<file path="src/pcs_pkg.sv">
// Shared types and constants for the prime classifier with session statistics.
// Used by the channel interfaces, the serial divider and the top level.
package pcs_pkg;

  localparam int VALUE_W = 16;
  localparam int CNT_W   = 16;
  localparam int SUM_W   = 32;
  localparam int STEP_W  = $clog2(SUM_W);

  localparam logic [CNT_W-1:0] CNT_MAX = '1;
  localparam logic [SUM_W-1:0] SUM_MAX = '1;

  typedef enum logic [2:0] {
    S_IDLE,
    S_CLASS,
    S_TRIAL,
    S_WAIT,
    S_UPDATE,
    S_AVG,
    S_AVG_WAIT,
    S_EMIT
  } state_t;

  typedef struct packed {
    logic             start;
    logic [SUM_W-1:0] dividend;
    logic [CNT_W-1:0] divisor;
  } div_req_t;

  typedef struct packed {
    logic             busy;
    logic             done;
    logic [SUM_W-1:0] quotient;
    logic [CNT_W-1:0] remainder;
  } div_rsp_t;

endpackage

</file>
<file path="src/pcs_ifs.sv">
// Valid/ready channel interfaces for input beats and result beats.
// Depends on pcs_pkg for field widths.
interface pcs_item_if;
  logic                        valid;
  logic                        ready;
  logic [pcs_pkg::VALUE_W-1:0] value;
  logic                        finish;

  modport source(output valid, output value, output finish, input ready);
  modport sink(input valid, input value, input finish, output ready);
endinterface

interface pcs_result_if;
  logic                      valid;
  logic                      ready;
  logic                      is_prime;
  logic                      summary_valid;
  logic [pcs_pkg::VALUE_W-1:0] largest;
  logic [pcs_pkg::CNT_W-1:0] largest_position;
  logic [pcs_pkg::CNT_W-1:0] prime_count;
  logic [pcs_pkg::SUM_W-1:0] prime_sum;
  logic [pcs_pkg::CNT_W-1:0] prime_average;
  logic [pcs_pkg::CNT_W-1:0] other_count;
  logic [pcs_pkg::SUM_W-1:0] other_sum;
  logic [pcs_pkg::CNT_W-1:0] other_average;

  modport source(output valid, output is_prime, output summary_valid, output largest,
                 output largest_position, output prime_count, output prime_sum,
                 output prime_average, output other_count, output other_sum,
                 output other_average, input ready);
  modport sink(input valid, input is_prime, input summary_valid, input largest,
               input largest_position, input prime_count, input prime_sum,
               input prime_average, input other_count, input other_sum,
               input other_average, output ready);
endinterface

</file>
<file path="src/pcs_sdiv.sv">
// Bit-serial restoring divider: one quotient bit per cycle.
// Depends on pcs_pkg for the request and response structs.
module pcs_sdiv (
  input  logic              clk,
  input  logic              rst,
  input  pcs_pkg::div_req_t req,
  output pcs_pkg::div_rsp_t rsp
);

  logic                          busy;
  logic                          done;
  logic [pcs_pkg::STEP_W-1:0]    cnt;
  logic [pcs_pkg::SUM_W-1:0]     quo;
  logic [pcs_pkg::CNT_W-1:0]     rem;
  logic [pcs_pkg::CNT_W-1:0]     dvs;
  logic [pcs_pkg::CNT_W:0]       trial;
  logic [pcs_pkg::CNT_W:0]       diff;
  logic                          ge;

  assign trial = {rem, quo[pcs_pkg::SUM_W-1]};
  assign ge    = trial >= {1'b0, dvs};
  assign diff  = trial - {1'b0, dvs};

  always_ff @(posedge clk) begin
    if (rst) begin
      busy <= 1'b0;
      done <= 1'b0;
    end else begin
      done <= 1'b0;
      if (req.start) begin
        busy <= 1'b1;
        cnt  <= '0;
        quo  <= req.dividend;
        rem  <= '0;
        dvs  <= req.divisor;
      end else if (busy) begin
        quo <= {quo[pcs_pkg::SUM_W-2:0], ge};
        rem <= ge ? diff[pcs_pkg::CNT_W-1:0] : trial[pcs_pkg::CNT_W-1:0];
        cnt <= cnt + 1'b1;
        if (cnt == pcs_pkg::STEP_W'(pcs_pkg::SUM_W - 1)) begin
          busy <= 1'b0;
          done <= 1'b1;
        end
      end
    end
  end

  assign rsp.busy      = busy;
  assign rsp.done      = done;
  assign rsp.quotient  = quo;
  assign rsp.remainder = rem;

endmodule

</file>
<file path="src/prime_classify_stats.sv">
// Prime classifier by trial division over odd divisors, with session statistics.
// Trial division and the two averages on a finish beat all share the one serial divider;
// odd trial divisors run up to sqrt(value), and an average with a zero count skips its divide.
// Throughput: one beat at a time; the next beat is taken once the previous result is staged.
// Reset: synchronous; clears FSM, divider, output valid and session counts, sums, largest.
// Depends on pcs_pkg, pcs_ifs and pcs_sdiv.
module prime_classify_stats #(
  parameter int VALUE_BITS = 16
) (
  input  logic                 clk,
  input  logic                 rst,
  pcs_item_if.sink             items,
  pcs_result_if.source         results
);

  localparam int VW  = (VALUE_BITS < pcs_pkg::VALUE_W) ? VALUE_BITS : pcs_pkg::VALUE_W;
  localparam int DW  = VW / 2 + 2;
  localparam int SQW = VW + 2;

  pcs_pkg::state_t   state, state_next;
  pcs_pkg::div_req_t div_req;
  pcs_pkg::div_rsp_t div_rsp;

  logic [VW-1:0]              n;
  logic                       fin;
  logic [DW-1:0]              d;
  logic [SQW-1:0]             sq;
  logic                       prime;
  logic                       sel;
  logic [pcs_pkg::CNT_W-1:0]  avg_p;
  logic [pcs_pkg::CNT_W-1:0]  avg_o;
  logic                       load_out;

  logic [VW-1:0]              best_value;
  logic [pcs_pkg::CNT_W-1:0]  best_position;
  logic [pcs_pkg::CNT_W-1:0]  items_seen;
  logic [pcs_pkg::CNT_W-1:0]  primes_seen;
  logic [pcs_pkg::SUM_W-1:0]  primes_total;
  logic [pcs_pkg::CNT_W-1:0]  others_seen;
  logic [pcs_pkg::SUM_W-1:0]  others_total;

  logic [pcs_pkg::CNT_W-1:0]  items_seen_next;
  logic [pcs_pkg::CNT_W-1:0]  cls_count;
  logic [pcs_pkg::SUM_W-1:0]  cls_total;
  logic [pcs_pkg::CNT_W-1:0]  cls_count_next;
  logic [pcs_pkg::SUM_W:0]    cls_sum_wide;
  logic [pcs_pkg::SUM_W-1:0]  cls_total_next;
  logic [pcs_pkg::CNT_W-1:0]  avg_count;
  logic [pcs_pkg::SUM_W-1:0]  avg_total;
  logic [pcs_pkg::CNT_W-1:0]  avg_quot;

  logic                       out_valid;
  logic                       o_is_prime;
  logic                       o_summary;
  logic [pcs_pkg::VALUE_W-1:0] o_largest;
  logic [pcs_pkg::CNT_W-1:0]  o_position;
  logic [pcs_pkg::CNT_W-1:0]  o_prime_count;
  logic [pcs_pkg::SUM_W-1:0]  o_prime_sum;
  logic [pcs_pkg::CNT_W-1:0]  o_prime_average;
  logic [pcs_pkg::CNT_W-1:0]  o_other_count;
  logic [pcs_pkg::SUM_W-1:0]  o_other_sum;
  logic [pcs_pkg::CNT_W-1:0]  o_other_average;

  pcs_sdiv u_sdiv (
    .clk (clk),
    .rst (rst),
    .req (div_req),
    .rsp (div_rsp)
  );

  assign items_seen_next = (items_seen == pcs_pkg::CNT_MAX) ? items_seen
                                                            : items_seen + 1'b1;
  assign cls_count       = prime ? primes_seen : others_seen;
  assign cls_total       = prime ? primes_total : others_total;
  assign cls_count_next  = (cls_count == pcs_pkg::CNT_MAX) ? cls_count : cls_count + 1'b1;
  assign cls_sum_wide    = {1'b0, cls_total} + (pcs_pkg::SUM_W + 1)'(n);
  assign cls_total_next  = cls_sum_wide[pcs_pkg::SUM_W] ? pcs_pkg::SUM_MAX
                                                         : cls_sum_wide[pcs_pkg::SUM_W-1:0];
  assign avg_count       = sel ? others_seen : primes_seen;
  assign avg_total       = sel ? others_total : primes_total;
  assign avg_quot        = (div_rsp.quotient[pcs_pkg::SUM_W-1:pcs_pkg::CNT_W] != '0)
                           ? pcs_pkg::CNT_MAX : div_rsp.quotient[pcs_pkg::CNT_W-1:0];

  always_ff @(posedge clk) begin
    if (rst) begin
      state <= pcs_pkg::S_IDLE;
    end else begin
      state <= state_next;
    end
  end

  always_comb begin
    state_next       = state;
    div_req.start    = 1'b0;
    div_req.dividend = pcs_pkg::SUM_W'(n);
    div_req.divisor  = pcs_pkg::CNT_W'(d);
    load_out         = 1'b0;
    unique case (state)
      pcs_pkg::S_IDLE: begin
        if (items.valid) state_next = pcs_pkg::S_CLASS;
      end
      pcs_pkg::S_CLASS: begin
        if (n < VW'(2) || !n[0]) state_next = pcs_pkg::S_UPDATE;
        else state_next = pcs_pkg::S_TRIAL;
      end
      pcs_pkg::S_TRIAL: begin
        if (sq > SQW'(n)) begin
          state_next = pcs_pkg::S_UPDATE;
        end else begin
          div_req.start = 1'b1;
          state_next    = pcs_pkg::S_WAIT;
        end
      end
      pcs_pkg::S_WAIT: begin
        if (div_rsp.done) begin
          state_next = (div_rsp.remainder == '0) ? pcs_pkg::S_UPDATE : pcs_pkg::S_TRIAL;
        end
      end
      pcs_pkg::S_UPDATE: begin
        state_next = fin ? pcs_pkg::S_AVG : pcs_pkg::S_EMIT;
      end
      pcs_pkg::S_AVG: begin
        div_req.dividend = avg_total;
        div_req.divisor  = avg_count;
        if (avg_count != '0) begin
          div_req.start = 1'b1;
          state_next    = pcs_pkg::S_AVG_WAIT;
        end else if (sel) begin
          state_next = pcs_pkg::S_EMIT;
        end
      end
      pcs_pkg::S_AVG_WAIT: begin
        if (div_rsp.done) state_next = sel ? pcs_pkg::S_EMIT : pcs_pkg::S_AVG;
      end
      pcs_pkg::S_EMIT: begin
        if (!out_valid || results.ready) begin
          load_out   = 1'b1;
          state_next = pcs_pkg::S_IDLE;
        end
      end
      default: state_next = pcs_pkg::S_IDLE;
    endcase
  end

  assign items.ready = (state == pcs_pkg::S_IDLE);

  // Datapath: classification, statistics and averages.
  always_ff @(posedge clk) begin
    if (rst) begin
      best_value    <= '0;
      best_position <= '0;
      items_seen    <= '0;
      primes_seen   <= '0;
      primes_total  <= '0;
      others_seen   <= '0;
      others_total  <= '0;
    end else begin
      unique case (state)
        pcs_pkg::S_IDLE: begin
          if (items.valid) begin
            n   <= items.value[VW-1:0];
            fin <= items.finish;
          end
        end
        pcs_pkg::S_CLASS: begin
          prime <= (n == VW'(2)) || (n >= VW'(2) && n[0]);
          d     <= DW'(3);
          sq    <= SQW'(9);
        end
        pcs_pkg::S_TRIAL: ;
        pcs_pkg::S_WAIT: begin
          if (div_rsp.done) begin
            if (div_rsp.remainder == '0) begin
              prime <= 1'b0;
            end else begin
              sq <= sq + SQW'({d, 2'b00}) + SQW'(4);
              d  <= d + DW'(2);
            end
          end
        end
        pcs_pkg::S_UPDATE: begin
          items_seen <= items_seen_next;
          if (prime) begin
            primes_seen  <= cls_count_next;
            primes_total <= cls_total_next;
          end else begin
            others_seen  <= cls_count_next;
            others_total <= cls_total_next;
          end
          if (n >= best_value) begin
            best_value    <= n;
            best_position <= items_seen_next;
          end
          sel <= 1'b0;
        end
        pcs_pkg::S_AVG: begin
          if (avg_count == '0) begin
            if (sel) avg_o <= '0;
            else avg_p <= '0;
            sel <= 1'b1;
          end
        end
        pcs_pkg::S_AVG_WAIT: begin
          if (div_rsp.done) begin
            if (sel) avg_o <= avg_quot;
            else avg_p <= avg_quot;
            sel <= 1'b1;
          end
        end
        pcs_pkg::S_EMIT: begin
          if (load_out && fin) begin
            best_value    <= '0;
            best_position <= '0;
            items_seen    <= '0;
            primes_seen   <= '0;
            primes_total  <= '0;
            others_seen   <= '0;
            others_total  <= '0;
          end
        end
        default: ;
      endcase
    end
  end

  // Output stage: hold the result until the sink takes it.
  always_ff @(posedge clk) begin
    if (rst) begin
      out_valid <= 1'b0;
    end else if (load_out) begin
      out_valid <= 1'b1;
    end else if (results.ready) begin
      out_valid <= 1'b0;
    end
  end

  always_ff @(posedge clk) begin
    if (load_out) begin
      o_is_prime      <= prime;
      o_summary       <= fin;
      o_largest       <= fin ? pcs_pkg::VALUE_W'(best_value) : '0;
      o_position      <= fin ? best_position : '0;
      o_prime_count   <= fin ? primes_seen : '0;
      o_prime_sum     <= fin ? primes_total : '0;
      o_prime_average <= fin ? avg_p : '0;
      o_other_count   <= fin ? others_seen : '0;
      o_other_sum     <= fin ? others_total : '0;
      o_other_average <= fin ? avg_o : '0;
    end
  end

  assign results.valid            = out_valid;
  assign results.is_prime         = o_is_prime;
  assign results.summary_valid    = o_summary;
  assign results.largest          = o_largest;
  assign results.largest_position = o_position;
  assign results.prime_count      = o_prime_count;
  assign results.prime_sum        = o_prime_sum;
  assign results.prime_average    = o_prime_average;
  assign results.other_count      = o_other_count;
  assign results.other_sum        = o_other_sum;
  assign results.other_average    = o_other_average;

  a_accept_starts: assert property (@(posedge clk) disable iff (rst)
    items.valid && items.ready |=> state == pcs_pkg::S_CLASS)
    else $error("accepted beat did not start classification");

  a_div_idle_start: assert property (@(posedge clk) disable iff (rst)
    div_req.start |-> !div_rsp.busy)
    else $error("divider started while busy");

  a_finish_clears: assert property (@(posedge clk) disable iff (rst)
    load_out && fin |=> items_seen == '0 && primes_total == '0 && others_total == '0)
    else $error("session state not cleared after finish beat");

  a_plain_zero: assert property (@(posedge clk) disable iff (rst)
    results.valid && !results.summary_valid |->
      results.prime_count == '0 && results.largest == '0 && results.other_sum == '0)
    else $error("summary fields nonzero on a plain beat");

endmodule
</file>
<file path="src/flat_wrapper.sv">
// flat-port wrapper written by rule: the top's interface ports become plain ports
module prime_classify_stats_flat 
#(
  parameter int VALUE_BITS = 16
)
  (clk, rst, items_valid, items_value, items_finish, items_ready, results_valid, results_is_prime, results_summary_valid, results_largest, results_largest_position, results_prime_count, results_prime_sum, results_prime_average, results_other_count, results_other_sum, results_other_average, results_ready);
  pcs_item_if items_i ();
  pcs_result_if results_i ();
  input  logic clk;
  input  logic rst;
  input wire logic [$bits(items_i.valid)-1:0] items_valid;
  input wire logic [$bits(items_i.value)-1:0] items_value;
  input wire logic [$bits(items_i.finish)-1:0] items_finish;
  output wire logic [$bits(items_i.ready)-1:0] items_ready;
  output wire logic [$bits(results_i.valid)-1:0] results_valid;
  output wire logic [$bits(results_i.is_prime)-1:0] results_is_prime;
  output wire logic [$bits(results_i.summary_valid)-1:0] results_summary_valid;
  output wire logic [$bits(results_i.largest)-1:0] results_largest;
  output wire logic [$bits(results_i.largest_position)-1:0] results_largest_position;
  output wire logic [$bits(results_i.prime_count)-1:0] results_prime_count;
  output wire logic [$bits(results_i.prime_sum)-1:0] results_prime_sum;
  output wire logic [$bits(results_i.prime_average)-1:0] results_prime_average;
  output wire logic [$bits(results_i.other_count)-1:0] results_other_count;
  output wire logic [$bits(results_i.other_sum)-1:0] results_other_sum;
  output wire logic [$bits(results_i.other_average)-1:0] results_other_average;
  input wire logic [$bits(results_i.ready)-1:0] results_ready;
  assign items_i.valid = items_valid;
  assign items_i.value = items_value;
  assign items_i.finish = items_finish;
  assign items_ready = items_i.ready;
  assign results_valid = results_i.valid;
  assign results_is_prime = results_i.is_prime;
  assign results_summary_valid = results_i.summary_valid;
  assign results_largest = results_i.largest;
  assign results_largest_position = results_i.largest_position;
  assign results_prime_count = results_i.prime_count;
  assign results_prime_sum = results_i.prime_sum;
  assign results_prime_average = results_i.prime_average;
  assign results_other_count = results_i.other_count;
  assign results_other_sum = results_i.other_sum;
  assign results_other_average = results_i.other_average;
  assign results_i.ready = results_ready;
  prime_classify_stats #(.VALUE_BITS(VALUE_BITS)) u_core (.clk(clk), .rst(rst), .items(items_i), .results(results_i));
endmodule
</file>
<file path="config.mk">
export PLATFORM = sky130hd
export DESIGN_NAME = prime_classify_stats_flat
export DESIGN_NICKNAME = d
export VERILOG_FILES = /design/src/pcs_pkg.sv /design/src/pcs_ifs.sv /design/src/pcs_sdiv.sv /design/src/prime_classify_stats.sv /design/src/flat_wrapper.sv
export SDC_FILE = /design/constraint.sdc
export NUM_CORES = 1
export LEC_CHECK = 0
export BUFFER_PORTS_ARGS = -buffer_cell sky130_fd_sc_hd__buf_4
export CORE_MARGIN = 2
export CORE_UTILIZATION = 23
export CTS_CLUSTER_DIAMETER = 100
export DETAILED_ROUTE_END_ITERATION = 10
export GPL_TIMING_DRIVEN = 0
export SETUP_SLACK_MARGIN = 0.2
export SLEW_MARGIN = 20
export SYNTH_ARGS = -nofsm -noshare
export SYNTH_HDL_FRONTEND = slang
export SYNTH_SLANG_ARGS = --single-unit
</file>
<file path="constraint.sdc">
create_clock -name clk -period 7.9 [get_ports clk]
set_input_delay 0.79 -clock clk [delete_from_list [all_inputs] [get_ports clk]]
set_output_delay 0.79 -clock clk [all_outputs]
set_load 0.1 [all_outputs]
</file>
-- After elaboration in Yosys (flattened, before gate mapping)
Index checks and enable logic that the tools add are counted.
- reductions and logical operators: 32
- multipliers: 0
- magnitude comparators: 5
- multiplexer cells: 74
- equality and inequality tests: 27
- add/sub/neg operators: 8
- shift-type cells: 0
- divide/modulo/power cells: 0
- bitwise operators: 2
- operator list (operator ; number):
    16-bit 2-to-1 mux ; 20
    32-bit 2-to-1 mux ; 8
    16-bit one-hot mux with 2 select lines ; 7
    32-bit one-hot mux with 2 select lines ; 2
    48-bit 2-to-1 mux ; 1
    18-bit 2-to-1 mux ; 2
    18-bit one-hot mux with 2 select lines ; 1
    32-bit by 16-bit adder with 33-bit output ; 1
    16-bit by 1-bit adder with 16-bit output (second input constant) ; 2
    16-bit == test (second input constant) ; 2
    16-bit zero test ; 2
    16-bit nonzero test ; 2
    3-bit 2-to-1 mux ; 9
    3-bit one-hot mux with 8 select lines ; 1
    10-bit 2-to-1 mux ; 2
    10-bit one-hot mux with 2 select lines ; 1
    18-bit by 12-bit adder with 18-bit output ; 1
    18-bit by 3-bit adder with 18-bit output (second input constant) ; 1
    18-bit by 16-bit > comparator with 1-bit output ; 1
    17-bit by 16-bit greater-or-equal comparator with 1-bit output ; 1
    16-bit by 2-bit == test with 1-bit output (second input constant) ; 1
    16-bit greater-or-equal comparator ; 1
    16-bit by 2-bit greater-or-equal comparator with 1-bit output (second input constant) ; 1
    16-bit by 2-bit < comparator with 1-bit output (second input constant) ; 1
    28 further kinds ; 77
- latch bits: 0
- flip-flop bits (word level): 460
- memory bits (read-only): 0
- memories kept: 0
- memory bits (writable): 0

-- Depth between registers and ports, before layout
- depth in word-level cells: 7
- depth in mapped cells: 18
- gate-level depth less buffers: 11

-- Cells and area by module
Synthesis repeated with hierarchy kept, for this count alone.
- cell total of the unflattened synthesis: 2153
- area total of the unflattened synthesis: 22970.8 sq um
- modules (own cells, without submodules) (module ; cells each ; sequential area each (sq um) ; area an instance (sq um) ; times used):
    prime_classify_stats ; 1861 ; 10079.7 ; 19228.4 ; 1
    pcs_sdiv ; 292 ; 2112.0 ; 3742.3 ; 1

-- Least setup slack after synthesis
No wires, ideal clock.
- path kind: input to register
- start: input results_ready
- end: register u_core.others_total[12] (netlist name)
- setup time: 0.129 ns
- stages on the path: 7
- buffers on the path: 2
- data arrival time: 7.281 ns
- data required time: 7.771 ns
- setup slack: 0.490 ns
- cells stage by stage: nand2b_1 and2_0 clkbuf_1 a21oi_1 buf_2 a22oi_1 nor2_1
- cells in the longest elaborated chain, start to end: 6
- ends and longest elaborated chain (item ; RTL line ; text):
    start, declared ; flat_wrapper.sv:26 ; input wire logic [$bits(results_i.ready)-1:0] results_ready;
    1-bit logical OR ; prime_classify_stats.sv:136 ; if (!out_valid || results.ready) begin
    1-bit 2-to-1 mux ; prime_classify_stats.sv:136 ;
    1-bit 2-to-1 mux ; prime_classify_stats.sv:98 ; unique case (state)
    net u_core.load_out ; prime_classify_stats.sv:32 ; logic load_out;
    1-bit logical AND ; prime_classify_stats.sv:211 ; if (load_out && fin) begin
    2-bit by 1-bit != test with 1-bit output (no source line) ; -- ;
    3-bit AND reduction (no source line) ; -- ;
    end signal, assigned ; prime_classify_stats.sv:188 ; others_total <= cls_total_next;
    end, declared ; prime_classify_stats.sv:40 ; logic [pcs_pkg::SUM_W-1:0] others_total;
The timed path passes the listed nets, and every way through them passes these cells.
A chain may end at the register's enable or synchronous reset.

-- Final worst setup path
- start: register u_core.prime
- end: register u_core.others_total[12] (netlist name)
- cells in the longest elaborated chain, start to end: 5
- elaborated cells between the ends (all ways): 7
- classes of those cells: 1 x add/sub; 1 x eq/ne; 4 x mux; 1 x reduce/logical
- ends and longest elaborated chain (item ; RTL line ; text):
    start, declared ; prime_classify_stats.sv:28 ; logic prime;
    start signal, assigned ; prime_classify_stats.sv:166 ; prime <= (n == VW'(2)) || (n >= VW'(2) && n[0]);
    32-bit 2-to-1 mux ; prime_classify_stats.sv:74 ; assign cls_total = prime ? primes_total : others_total;
    32-bit by 16-bit adder with 33-bit output ; prime_classify_stats.sv:76 ; assign cls_sum_wide = {1'b0, cls_total} + (pcs_pkg::SUM_W + 1)'(n);
    32-bit 2-to-1 mux ; prime_classify_stats.sv:77 ; assign cls_total_next = cls_sum_wide[pcs_pkg::SUM_W] ? pcs_pkg::SUM_MAX
    32-bit 2-to-1 mux ; prime_classify_stats.sv:183 ; if (prime) begin
    32-bit one-hot mux with 2 select lines ; prime_classify_stats.sv:158 ; unique case (state)
Several ways; a longest one is shown, not always the timed one. The select of a mux whose other input is x is not followed.

==> out/qor.yml <==
run_status:
  outcome: "completed"
finish:
  layout_common_cells: "edfxtp_1 (306), nor2_1 (190), buf_4 (188)"
  drive_above_1_share_pct: 15.7
  nNetsFinal: 2521
  layout_commonest_cell: "edfxtp_1"
  utilization_pct: 28.2
  antenna_cells: 0
  layout.cells.non_filler: 3743
  areaGrowthSynthToFinish_pct: 21.8
global_routing:
  grt_pass1_vias: 17200
  grt_max_degree: 48
  grt_overflow_total: 0
  track_usage_pct: 14.4
  antenna_found_initial: 2
  grt_first_pass_wirelength_microns: 111000
timing:
  skew_ns: 0.0310
  fin_hold_ws_ns: 0.356
  relSlewSlack_pct: 26.0
  rsz0062_at_grt: "false"
  setup_viol: 0
  worst_pin_slew_ns: 1.11
  min_period_over_period_pct: 73.0
  hold_violations: 0
  period_needed_ns: 5.77
  slew_violations: 0
  fmax_mhz: 173
detailed_routing:
  drt_iter0_drc: 1571
  finalWirelength_microns: 74800
  vias: 17800
  viasPerCell: 4.74
  antenna_left: 0
  firstDrtPassIters: 5
  routedWlPerCell_microns: 20.0
  drc: 0
clock_tree:
  hold_buffers: 0
  htree_levels: 2
  clock_sinks: 456
  clk_latency_ns: 0.61
  clockBufferDepth: 3
  clkSlewWorstSetupHoldPaths_ns: 0.06
  cts_tree: "yes"
  cts_inserted_buffers: 52
  cts_resized: 0
  cts_root_buf: "clkbuf_16"
  postCtsSetupBuffers: 0
critical_path:
  worstSetupStartpointType: "flop"
  crit_top_cell: "buf_2"
  rr_worst_depth: 17
  arrival_ns: 6.21
  crit_chain: "buf_2 > buf_2 > buf_2 > buf_2 > buf_2 > mux2_2 > ha_1 > fa_1 > a211oi_1 > o21ai_2 > a31oi_4 > a2111oi_4 > o2111ai_2 > buf_2 > nand2_1 > a22oi_1 > nor2_1"
  critPathMaxStageDelay_ns: 0.54
  worst_ep_required_time_ns: 8.34
  critPathKind: "reg2reg"
  crit_slowest_cell: "o2111ai_2"
  worstSetupEndpointType: "flop"
  cp_max_fo: 10
synth:
  synth_cell_types: 77
  synth_seq_cells: 456
  avgSynthCellArea_sq_um: 10.5
  synth_edf_count: 306
  synth-seq-area-share_pct: 53.5
  yosys_most_used_dff: "edfxtp_1"
  yosys_warnings: 0
  synth_area_sq_um: 22800
  synth-async-reset-ratio_pct: 0
  synth_fp_nets: 2278
  syn_inst: 2170
die:
  die_h_microns: 319
  rows: 115
  die-area_sq_um: 102000
  initial_utilization_pct: 23.2
  ioPinCount: 185
  core_area_sq_um: 98300
  chipWidth_microns: 319
min_path:
  hold_depth: 1
  hold_path.class: "in2reg"
place:
  place_inst: 3646
  gp_congestion: 0.885
  dp_hpwl_microns: 55800
  port_buffers: 183
power_and_ir_drop:
  peakVddDrop_mv: 0.161
  power.leakage_nw: 10.0
  cellPowerDensity_nw_per_um2: 255
job:
  drv_cap: 0
path summary, 6_finish.rpt:
kind,end,slack (ns),startpoint
min reg2reg,u_core.u_sdiv.done,0.47,u_core.u_sdiv.busy
min,u_core.n[0],0.36,items_value[0]
max reg2reg,u_core.others_total[12],2.13,u_core.prime
max,u_core.others_total[12],2.13,u_core.prime
cell families after synthesis:
| kind of cell | share of synthesized area, % |
|---|---|
| AOI/OAI and AO/OA | 13.0 |
| adders and majority gates | 4.88 |
| xor gates and xnor gates | 2.50 |
| and+or+nand+nor | 17.5 |
| buffers and inverters | 3.46 |
| DFF | 53.5 |
| muxes | 5.16 |
stage by stage:
stage	worst slack [ns]	cell area [sq um]	TNS (ns)	power [mW]
global route	1.76	27700	0	7.38
CTS	2.14	27700	0	7.11
finish	2.13	27700	0	7.07
floorplan	0.490	22800	0	4.00
detailed placement	2.20	26000	0	4.55
global placement	-4.08	25800	-326.12	4.52
synthesized netlist by cell type, types with 15 or more instances:
| library cell | instances | area [sq um] |
|---|---|---|
| edfxtp_1 | 306 | 9190 |
| nor2_1 | 193 | 724 |
| nand2_1 | 169 | 634 |
| and2_1 | 168 | 1050 |
| dfxtp_1 | 150 | 3000 |
| a21oi_1 | 137 | 686 |
| o21ai_0 | 135 | 676 |
| mux2i_1 | 87 | 871 |
| clkbuf_1 | 84 | 315 |
| ha_1 | 84 | 1050 |
| inv_1 | 68 | 255 |
| nand3_1 | 56 | 280 |
| nand4_1 | 38 | 238 |
| xor2_1 | 33 | 289 |
| xnor2_1 | 32 | 280 |
| a22oi_1 | 30 | 225 |
| nor3_1 | 28 | 140 |
| mux2_2 | 27 | 304 |
| nor4_1 | 26 | 163 |
| o31ai_1 | 26 | 195 |
| buf_2 | 24 | 120 |
| and3_1 | 22 | 138 |
| a21o_1 | 21 | 158 |
| o21a_1 | 18 | 135 |
| or3_1 | 15 | 93.8 |
layer usage:
layer	up-vias	track usage, %	part of all wire (%)
met1	8714	19.4	45
met4	2	4.28	2.6
met5	-	0	0.015
li1	8357	-	-
met3	96	2.20	5.8
met2	581	23.6	47
flip-flops by register name (all words and copies together) (netlist names), 32 cells and up:
signal / cells
u_core.results.other_sum: 32
u_core.results.prime_sum: 32
u_core.u_sdiv.quo: 32
u_core.primes_total: 32
u_core.others_total: 32
power breakdown:
part | internal (mW) | total [mW] | switching [mW]
clock | 1.52 | 2.55 | 1.03
combinational | 0.521 | 1.64 | 1.12
sequential | 2.73 | 2.89 | 0.157
total | 4.77 | 7.07 | 2.30
layout make-up:
class | count | area (sq um)
Fill cell | 10300 | 70500
Inverter | 69 | 259
Clock buffer | 68 | 1440
Timing Repair Buffer | 189 | 1520
Sequential cell | 456 | 12200
Buffer | 122 | 533
Multi-Input combinational cell | 1523 | 9830
Clock inverter | 29 | 347
Tap cell | 1287 | 1610
critical path, delay by kind of cell (launching register included):
| family | cells | cell delay (ns) |
|---|---|---|
| AO/OA/AOI/OAI | 6 | 1.71 |
| adder cells (fa/ha/maj) | 2 | 0.65 |
| buffers and inverters | 6 | 2.21 |
| AND/OR/NAND/NOR | 2 | 0.18 |
| multiplexers | 1 | 0.38 |
| flip-flops | 1 | 0.42 |
No activity file was read; power rests on OpenSTA's default activity.
